**src/rtl/sha256h_pkg.sv**
```systemverilog
// sha256h_pkg: types and constants for the sha-256 message hasher
// round constants, initial hash value and sequencer state type
// no dependencies
`timescale 1ns / 1ps
`default_nettype none
package sha256h_pkg;

   localparam logic [31:0] ROUND_K [64] = '{
      32'h428a2f98, 32'h71374491, 32'hb5c0fbcf, 32'he9b5dba5,
      32'h3956c25b, 32'h59f111f1, 32'h923f82a4, 32'hab1c5ed5,
      32'hd807aa98, 32'h12835b01, 32'h243185be, 32'h550c7dc3,
      32'h72be5d74, 32'h80deb1fe, 32'h9bdc06a7, 32'hc19bf174,
      32'he49b69c1, 32'hefbe4786, 32'h0fc19dc6, 32'h240ca1cc,
      32'h2de92c6f, 32'h4a7484aa, 32'h5cb0a9dc, 32'h76f988da,
      32'h983e5152, 32'ha831c66d, 32'hb00327c8, 32'hbf597fc7,
      32'hc6e00bf3, 32'hd5a79147, 32'h06ca6351, 32'h14292967,
      32'h27b70a85, 32'h2e1b2138, 32'h4d2c6dfc, 32'h53380d13,
      32'h650a7354, 32'h766a0abb, 32'h81c2c92e, 32'h92722c85,
      32'ha2bfe8a1, 32'ha81a664b, 32'hc24b8b70, 32'hc76c51a3,
      32'hd192e819, 32'hd6990624, 32'hf40e3585, 32'h106aa070,
      32'h19a4c116, 32'h1e376c08, 32'h2748774c, 32'h34b0bcb5,
      32'h391c0cb3, 32'h4ed8aa4a, 32'h5b9cca4f, 32'h682e6ff3,
      32'h748f82ee, 32'h78a5636f, 32'h84c87814, 32'h8cc70208,
      32'h90befffa, 32'ha4506ceb, 32'hbef9a3f7, 32'hc67178f2
   };

   localparam logic [31:0] INIT_HASH [8] = '{
      32'h6a09e667, 32'hbb67ae85, 32'h3c6ef372, 32'ha54ff53a,
      32'h510e527f, 32'h9b05688c, 32'h1f83d9ab, 32'h5be0cd19
   };

   localparam logic [7:0] PAD_BYTE = 8'h80;
   localparam int unsigned PAD_LIMIT = 56;

   typedef logic [31:0] word_type;
   typedef word_type block_type [16];
   typedef word_type hash_type [8];

   typedef struct packed {
      logic start;
      logic init;
   } core_cmd_type;

   typedef enum logic [2:0] {
      ST_IDLE,
      ST_FULL,
      ST_FULL_WAIT,
      ST_PAD,
      ST_PAD_WAIT,
      ST_LEN,
      ST_LEN_WAIT,
      ST_EMIT
   } seq_state_type;

endpackage
`default_nettype wire

```
**src/rtl/sha256h_core.sv**
```systemverilog
// sha256h_core: one-round-per-cycle sha-256 compression with a rolling
// 16-word message schedule window and the eight running hash words
// depends on sha256h_pkg
`timescale 1ns / 1ps
`default_nettype none
module sha256h_core (
   input  wire                          clock,
   input  wire                          reset,
   input  sha256h_pkg::core_cmd_type    cmd,
   input  sha256h_pkg::block_type       block,
   output logic                         done,
   output sha256h_pkg::hash_type        hash
);

   sha256h_pkg::hash_type  hash_ff, hash_in;
   sha256h_pkg::hash_type  v_ff, v_in;
   sha256h_pkg::block_type w_ff, w_in;
   logic [5:0] rnd_ff, rnd_in;
   logic       busy_ff, busy_in;
   logic       add_ff, add_in;

   function automatic logic [31:0] rotr(input logic [31:0] x, input int unsigned n);
      rotr = (x >> n) | (x << (32 - n));
   endfunction

   logic [31:0] t1, t2, s0, s1, e, a;

   always_comb begin
      e  = v_ff[4];
      a  = v_ff[0];
      t1 = v_ff[7] + (rotr(e, 6) ^ rotr(e, 11) ^ rotr(e, 25))
         + ((e & v_ff[5]) ^ (~e & v_ff[6])) + sha256h_pkg::ROUND_K[rnd_ff] + w_ff[0];
      t2 = (rotr(a, 2) ^ rotr(a, 13) ^ rotr(a, 22))
         + ((a & v_ff[1]) ^ (a & v_ff[2]) ^ (v_ff[1] & v_ff[2]));
      s0 = rotr(w_ff[1], 7) ^ rotr(w_ff[1], 18) ^ (w_ff[1] >> 3);
      s1 = rotr(w_ff[14], 17) ^ rotr(w_ff[14], 19) ^ (w_ff[14] >> 10);

      hash_in = hash_ff;
      v_in    = v_ff;
      w_in    = w_ff;
      rnd_in  = rnd_ff;
      busy_in = busy_ff;
      add_in  = 1'b0;

      if (cmd.start) begin
         v_in    = hash_ff;
         w_in    = block;
         rnd_in  = '0;
         busy_in = 1'b1;
      end else if (busy_ff) begin
         for (int i = 0; i < 15; i++) w_in[i] = w_ff[i + 1];
         w_in[15] = w_ff[0] + s0 + w_ff[9] + s1;
         v_in[7] = v_ff[6];
         v_in[6] = v_ff[5];
         v_in[5] = v_ff[4];
         v_in[4] = v_ff[3] + t1;
         v_in[3] = v_ff[2];
         v_in[2] = v_ff[1];
         v_in[1] = v_ff[0];
         v_in[0] = t1 + t2;
         rnd_in  = rnd_ff + 6'd1;
         if (rnd_ff == 6'd63) begin
            busy_in = 1'b0;
            add_in  = 1'b1;
         end
      end else if (add_ff) begin
         for (int i = 0; i < 8; i++) hash_in[i] = hash_ff[i] + v_ff[i];
      end

      if (cmd.init) hash_in = sha256h_pkg::INIT_HASH;
   end

   always_ff @(posedge clock) begin
      if (reset) begin
         hash_ff <= sha256h_pkg::INIT_HASH;
         busy_ff <= 1'b0;
         add_ff  <= 1'b0;
         rnd_ff  <= '0;
      end else begin
         hash_ff <= hash_in;
         busy_ff <= busy_in;
         add_ff  <= add_in;
         rnd_ff  <= rnd_in;
      end
      v_ff <= v_in;
      w_ff <= w_in;
   end

   assign done = add_ff;
   assign hash = hash_ff;

endmodule
`default_nettype wire

```
**src/rtl/sha256_message_hasher.sv**
```systemverilog
// sha256_message_hasher: byte collector, padding and digest sequencer
// around the shared compression round unit
// depends on sha256h_pkg and sha256h_core
`timescale 1ns / 1ps
`default_nettype none
// one request per cycle while the 64-byte buffer is filling; the request that
// fills the buffer is followed by a stall for its compression (a start step, 64
// rounds through the single round unit, a hash add step)
// a final request takes one or two further compressions before the first
// digest word, then one word per cycle unless stalled
// synchronous reset returns the hash words to the initial value and clears counts
module sha256_message_hasher (
   input  wire         clock,
   input  wire         reset,
   input  wire         req_valid,
   output logic        req_stall,
   input  wire  [7:0]  req_data_byte,
   input  wire         req_byte_valid,
   input  wire         req_final_item,
   output logic        rsp_valid,
   input  wire         rsp_stall,
   output logic [31:0] rsp_digest_word,
   output logic [2:0]  rsp_word_index,
   output logic        rsp_last_word
);

   sha256h_pkg::seq_state_type state_ff, state_in;
   sha256h_pkg::block_type     buf_ff;
   sha256h_pkg::block_type     blk;
   sha256h_pkg::block_type     pad_blk;
   sha256h_pkg::hash_type      hash;
   sha256h_pkg::core_cmd_type  cmd;
   logic [5:0]  fill_ff, fill_in;
   logic [60:0] count_ff, count_in;
   logic        fin_ff, fin_in;
   logic [2:0]  idx_ff, idx_in;
   logic        done;
   logic        accept;

   sha256h_core u_core (
      .clock (clock),
      .reset (reset),
      .cmd   (cmd),
      .block (blk),
      .done  (done),
      .hash  (hash)
   );

   assign accept = req_valid && !req_stall;

   // padded copy of the buffer: data bytes, then the marker byte, then zeros
   always_comb begin
      for (int j = 0; j < 16; j++) begin
         for (int b = 0; b < 4; b++) begin
            if (6'(4 * j + b) < fill_ff)
               pad_blk[j][8 * (3 - b) +: 8] = buf_ff[j][8 * (3 - b) +: 8];
            else if (6'(4 * j + b) == fill_ff)
               pad_blk[j][8 * (3 - b) +: 8] = sha256h_pkg::PAD_BYTE;
            else
               pad_blk[j][8 * (3 - b) +: 8] = 8'h00;
         end
      end
   end

   always_comb begin
      state_in  = state_ff;
      fill_in   = fill_ff;
      count_in  = count_ff;
      fin_in    = fin_ff;
      idx_in    = idx_ff;
      cmd       = '0;
      blk       = buf_ff;
      req_stall = 1'b1;
      rsp_valid = 1'b0;

      case (state_ff)
         sha256h_pkg::ST_IDLE: begin
            req_stall = 1'b0;
            if (req_valid) begin
               fin_in = req_final_item;
               if (req_byte_valid) begin
                  fill_in  = fill_ff + 6'd1;
                  count_in = count_ff + 61'd1;
               end
               if (req_byte_valid && fill_ff == 6'd63)
                  state_in = sha256h_pkg::ST_FULL;
               else if (req_final_item)
                  state_in = sha256h_pkg::ST_PAD;
            end
         end
         sha256h_pkg::ST_FULL: begin
            cmd.start = 1'b1;
            state_in  = sha256h_pkg::ST_FULL_WAIT;
         end
         sha256h_pkg::ST_FULL_WAIT: begin
            if (done)
               state_in = fin_ff ? sha256h_pkg::ST_PAD : sha256h_pkg::ST_IDLE;
         end
         sha256h_pkg::ST_PAD: begin
            cmd.start = 1'b1;
            blk       = pad_blk;
            if (32'(fill_ff) >= sha256h_pkg::PAD_LIMIT) begin
               state_in = sha256h_pkg::ST_PAD_WAIT;
            end else begin
               blk[14]  = count_ff[60:29];
               blk[15]  = {count_ff[28:0], 3'b000};
               state_in = sha256h_pkg::ST_LEN_WAIT;
            end
         end
         sha256h_pkg::ST_PAD_WAIT: begin
            if (done) state_in = sha256h_pkg::ST_LEN;
         end
         sha256h_pkg::ST_LEN: begin
            cmd.start = 1'b1;
            for (int j = 0; j < 14; j++) blk[j] = '0;
            blk[14]  = count_ff[60:29];
            blk[15]  = {count_ff[28:0], 3'b000};
            state_in = sha256h_pkg::ST_LEN_WAIT;
         end
         sha256h_pkg::ST_LEN_WAIT: begin
            idx_in = '0;
            if (done) state_in = sha256h_pkg::ST_EMIT;
         end
         sha256h_pkg::ST_EMIT: begin
            rsp_valid = 1'b1;
            if (!rsp_stall) begin
               idx_in = idx_ff + 3'd1;
               if (idx_ff == 3'd7) begin
                  cmd.init = 1'b1;
                  fill_in  = '0;
                  count_in = '0;
                  state_in = sha256h_pkg::ST_IDLE;
               end
            end
         end
         default: state_in = sha256h_pkg::ST_IDLE;
      endcase
   end

   assign rsp_digest_word = hash[idx_ff];
   assign rsp_word_index  = idx_ff;
   assign rsp_last_word   = (idx_ff == 3'd7);

   always_ff @(posedge clock) begin
      if (reset) begin
         state_ff <= sha256h_pkg::ST_IDLE;
         fill_ff  <= '0;
         count_ff <= '0;
         fin_ff   <= 1'b0;
         idx_ff   <= '0;
      end else begin
         state_ff <= state_in;
         fill_ff  <= fill_in;
         count_ff <= count_in;
         fin_ff   <= fin_in;
         idx_ff   <= idx_in;
      end
   end

   // byte 0 of each word is its most significant byte
   always_ff @(posedge clock) begin
      if (accept && req_byte_valid)
         buf_ff[fill_ff[5:2]][{~fill_ff[1:0], 3'b000} +: 8] <= req_data_byte;
   end

endmodule
`default_nettype wire
```
**config.mk**
```make
export PLATFORM = sky130hd
export DESIGN_NAME = sha256_message_hasher
export DESIGN_NICKNAME = d
export VERILOG_FILES = /design/src/rtl/sha256h_pkg.sv /design/src/rtl/sha256h_core.sv /design/src/rtl/sha256_message_hasher.sv
export SDC_FILE = /design/constraint.sdc
export NUM_CORES = 2
export LEC_CHECK = 0
export BUFFER_PORTS_ARGS = -buffer_cell sky130_fd_sc_hd__buf_2
export CAP_MARGIN = 20
export CORE_ASPECT_RATIO = 0.8
export CORE_UTILIZATION = 25
export CTS_CLUSTER_SIZE = 24
export DETAILED_ROUTE_END_ITERATION = 12
export PLACE_DENSITY = 0.38
export SYNTH_ARGS = -nofsm -noshare
export SYNTH_HDL_FRONTEND = slang
export SYNTH_SLANG_ARGS = --single-unit
```
**constraint.sdc**
```tcl
create_clock -name clock -period 32.1 [get_ports clock]
set_input_delay 3.21 -clock clock [delete_from_list [all_inputs] [get_ports clock]]
set_output_delay 3.21 -clock clock [all_outputs]
set_load 0.05 [all_outputs]
```
==> reports/metrics.yaml <==
avgSynthCellArea_um2: 10.53
syn_area_mm2: 0.09089
wl_per_cell_um: 28.01
skew_ps: 72.46
synth-edff-count: 1280
htree_levels: 4
synth_warnings: 0
clock_latency_ps: 900
fin_nets: 9193
synth_common_cells: "nand2_1 (1424), edfxtp_1 (1280), nor2_1 (605)"
boundaryPins: 52
max_slew_margin: 0.1574
synth_top_area_frac: 0.4229
antenna_found_initial: 29
portBuffers: 51
ys.flop_type: "edfxtp_1"
crit_top_cell: "a21oi_1"
cpPeakStageDelay_ps: 800
syn-num-nets: 9238
setup_tns_ps: 0
fmaxAchievable_ghz: 0.08879
hp-class: "reg2reg"
routed_via_density: 5.069
finalCritPeriodShare: 0.3509
status: "finished, final reports clean"
r2r_start: "u_core.rnd_ff[1]"
whs_path_depth: 2
hpwl_um: 274400
clock_path_buffers: 4
finalSetupViolations: 0
cts_hold_buffers: 0
core_mm2: 0.3609
yosysMostFrequentCell: "nand2_1"
hold_viol: 0
worst_pin_slew_ps: 1253
rows: 197
finalInstanceArea_mm2: 0.1028
ys_seq_area_frac: 0.4973
holdWs_ps: 454.4
drt-pass1-iter-count: 5
post_cts_resized: 0
synth_top_cell_by_area: "edfxtp_1"
rsz0062_at_grt: "no"
max-cap-violations: 0
cp.arrival_ps: 11830
overflow: 0
drive_gt1_frac: 0.07549
r2r_setup_slack_ps: 20840
fin_crit_ps: 11260
start_util: 0.2519
synth.distinct_cells: 94
hp-start: "fill_ff[1]"
cts.sinks: 1618
grt_max_degree: 155
syn_inst: 8628
die_w_um: 676.1
cts_buffers: 191
drcViolationCount: 0
root_buffer: "clkbuf_16"
grt_util_all_layers: 0.2015
required_ps: 32670
die_y_um: 541.3
synth-seq-cells: 1618
postCtsSetupBuffers: 0
post-place-ws_ps: 21050
dieArea_mm2: 0.3660
cts_tree: "built"
cp_max_fo: 28
critical_path_class: "reg2reg"
ff2ff_path_depth: 39
grt_pass1_wl_um: 529000
start_kind: "flop"
gp_congestion: 0.8877
drv_slew: 0
rr_endpoint: "u_core.a[31]"
area_growth_pct: 13.15
via_count: 68490
async_flop_share: 0
fin_ws_ps: 20840
wirelength_um: 378500
cp-end-kind: "flop"
cpMaxStageDelayCell: "ha_1"
drt_iter0_markers: 6137
dpl_cell_area_mm2: 0.09686
postRouteAntennaNets: 0
hold_path_end: "fill_ff[1]"
clkTransAtPathRegs_ps: 60
grt_pass1_vias: 66700
ys_top_cells_by_area: "edfxtp_1 (42%), dfxtp_1 (7.4%), nand2_1 (5.9%)"
-- how the worst max path moves through the flow --
stage,start,endpoint,slack [ps],cells after the start
floorplan,state_ff[1],u_core.a[0],12810,6
global placement,u_core.rnd_ff[1],u_core.a[31],20320,38
detailed placement,u_core.rnd_ff[1],u_core.a[31],21050,39
CTS,u_core.rnd_ff[1],u_core.a[31],21020,39
global route,u_core.rnd_ff[1],u_core.a[31],20220,39
finish,u_core.rnd_ff[1],u_core.a[31],20840,39
-- cells in the final DEF (no fill, tap or decap), drive strengths merged, types with 24 or more instances in the layout --
master,count
mux4,70
fa,195
o21bai,39
a31oi,65
clkinv,72
or3,43
a22o,272
maj3,24
a21oi,567
and2,61
mux2,41
nand2,1424
nor2,609
mux2i,35
a211oi,57
nand3,198
o211ai,106
inv,310
ha,401
a21o,196
xnor2,400
nor3,106
o21a,52
nand2b,55
a221oi,78
and3,63
nor2b,61
edfxtp,1280
dfxtp,338
buf,207
xor2,226
clkbuf,250
o21ai,470
nand4,34
o31ai,31
-- cells by family after synthesis --
family | after synthesis | synth area share
AOI/OAI and AO/OA | 2140 | 0.1552
xor gates and xnor gates | 626 | 0.06032
adders and majority gates | 620 | 0.1008
buffers and inverters | 753 | 0.03113
DFF | 1618 | 0.4973
muxes | 146 | 0.02628
and+or+nand+nor | 2725 | 0.1289
-- metrics by stage --
| stage | instances | util |
|---|---|---|
| after floorplan | 8628 | - |
| after global placement | 13150 | 0.2682 |
| after detailed placement | 13160 | 0.2684 |
| after CTS | 13500 | 0.2848 |
| after global routing | 13510 | 0.2849 |
| final | 13510 | 0.2850 |
-- final cells by class --
class / instances / area, um2
inverters: 307 / 1152
clock inverters: 91 / 732.0
fillers: 37600 / 258000
multi-input cells: 6257 / 42960
diodes: 7 / 17.52
repair buffers: 208 / 1602
clock buffers: 249 / 5180
flip-flops and latches: 1618 / 45220
well taps: 4776 / 5976
-- worst max-delay path, delay by kind of cell (launching register included) --
kind | cells | cell delay (ps)
fa+ha+maj | 7 | 3410
compound gates | 17 | 3530
flops | 1 | 310
simple gates | 7 | 1720
xor+xnor | 2 | 340
buf+inv | 6 | 1660
-- layer usage --
layer	GRT usage	vias to the layer above	wire [um]
li1	-	31190	-
met1	0.2889	34800	178000
met2	0.3226	2069	172200
met3	0.02245	431	17900
met4	0.04994	2	10330
met5	0	-	13
-- registers in the layout, summed over array words and instances (netlist names) --
register        cells
fill_ff             6
state_ff            3
count_ff           61
rsp_word_index      3
u_core.a           32
u_core.v_ff       192
u_core.w_ff       512
u_core.hash       256
u_core.busy_ff      1
u_core.done         1
buf_ff            512
fin_ff              1
u_core.e           32
u_core.rnd_ff       6
Power is not shown: default switching activity piles up to over one toggle a cycle in this logic, so the estimate is an artifact.
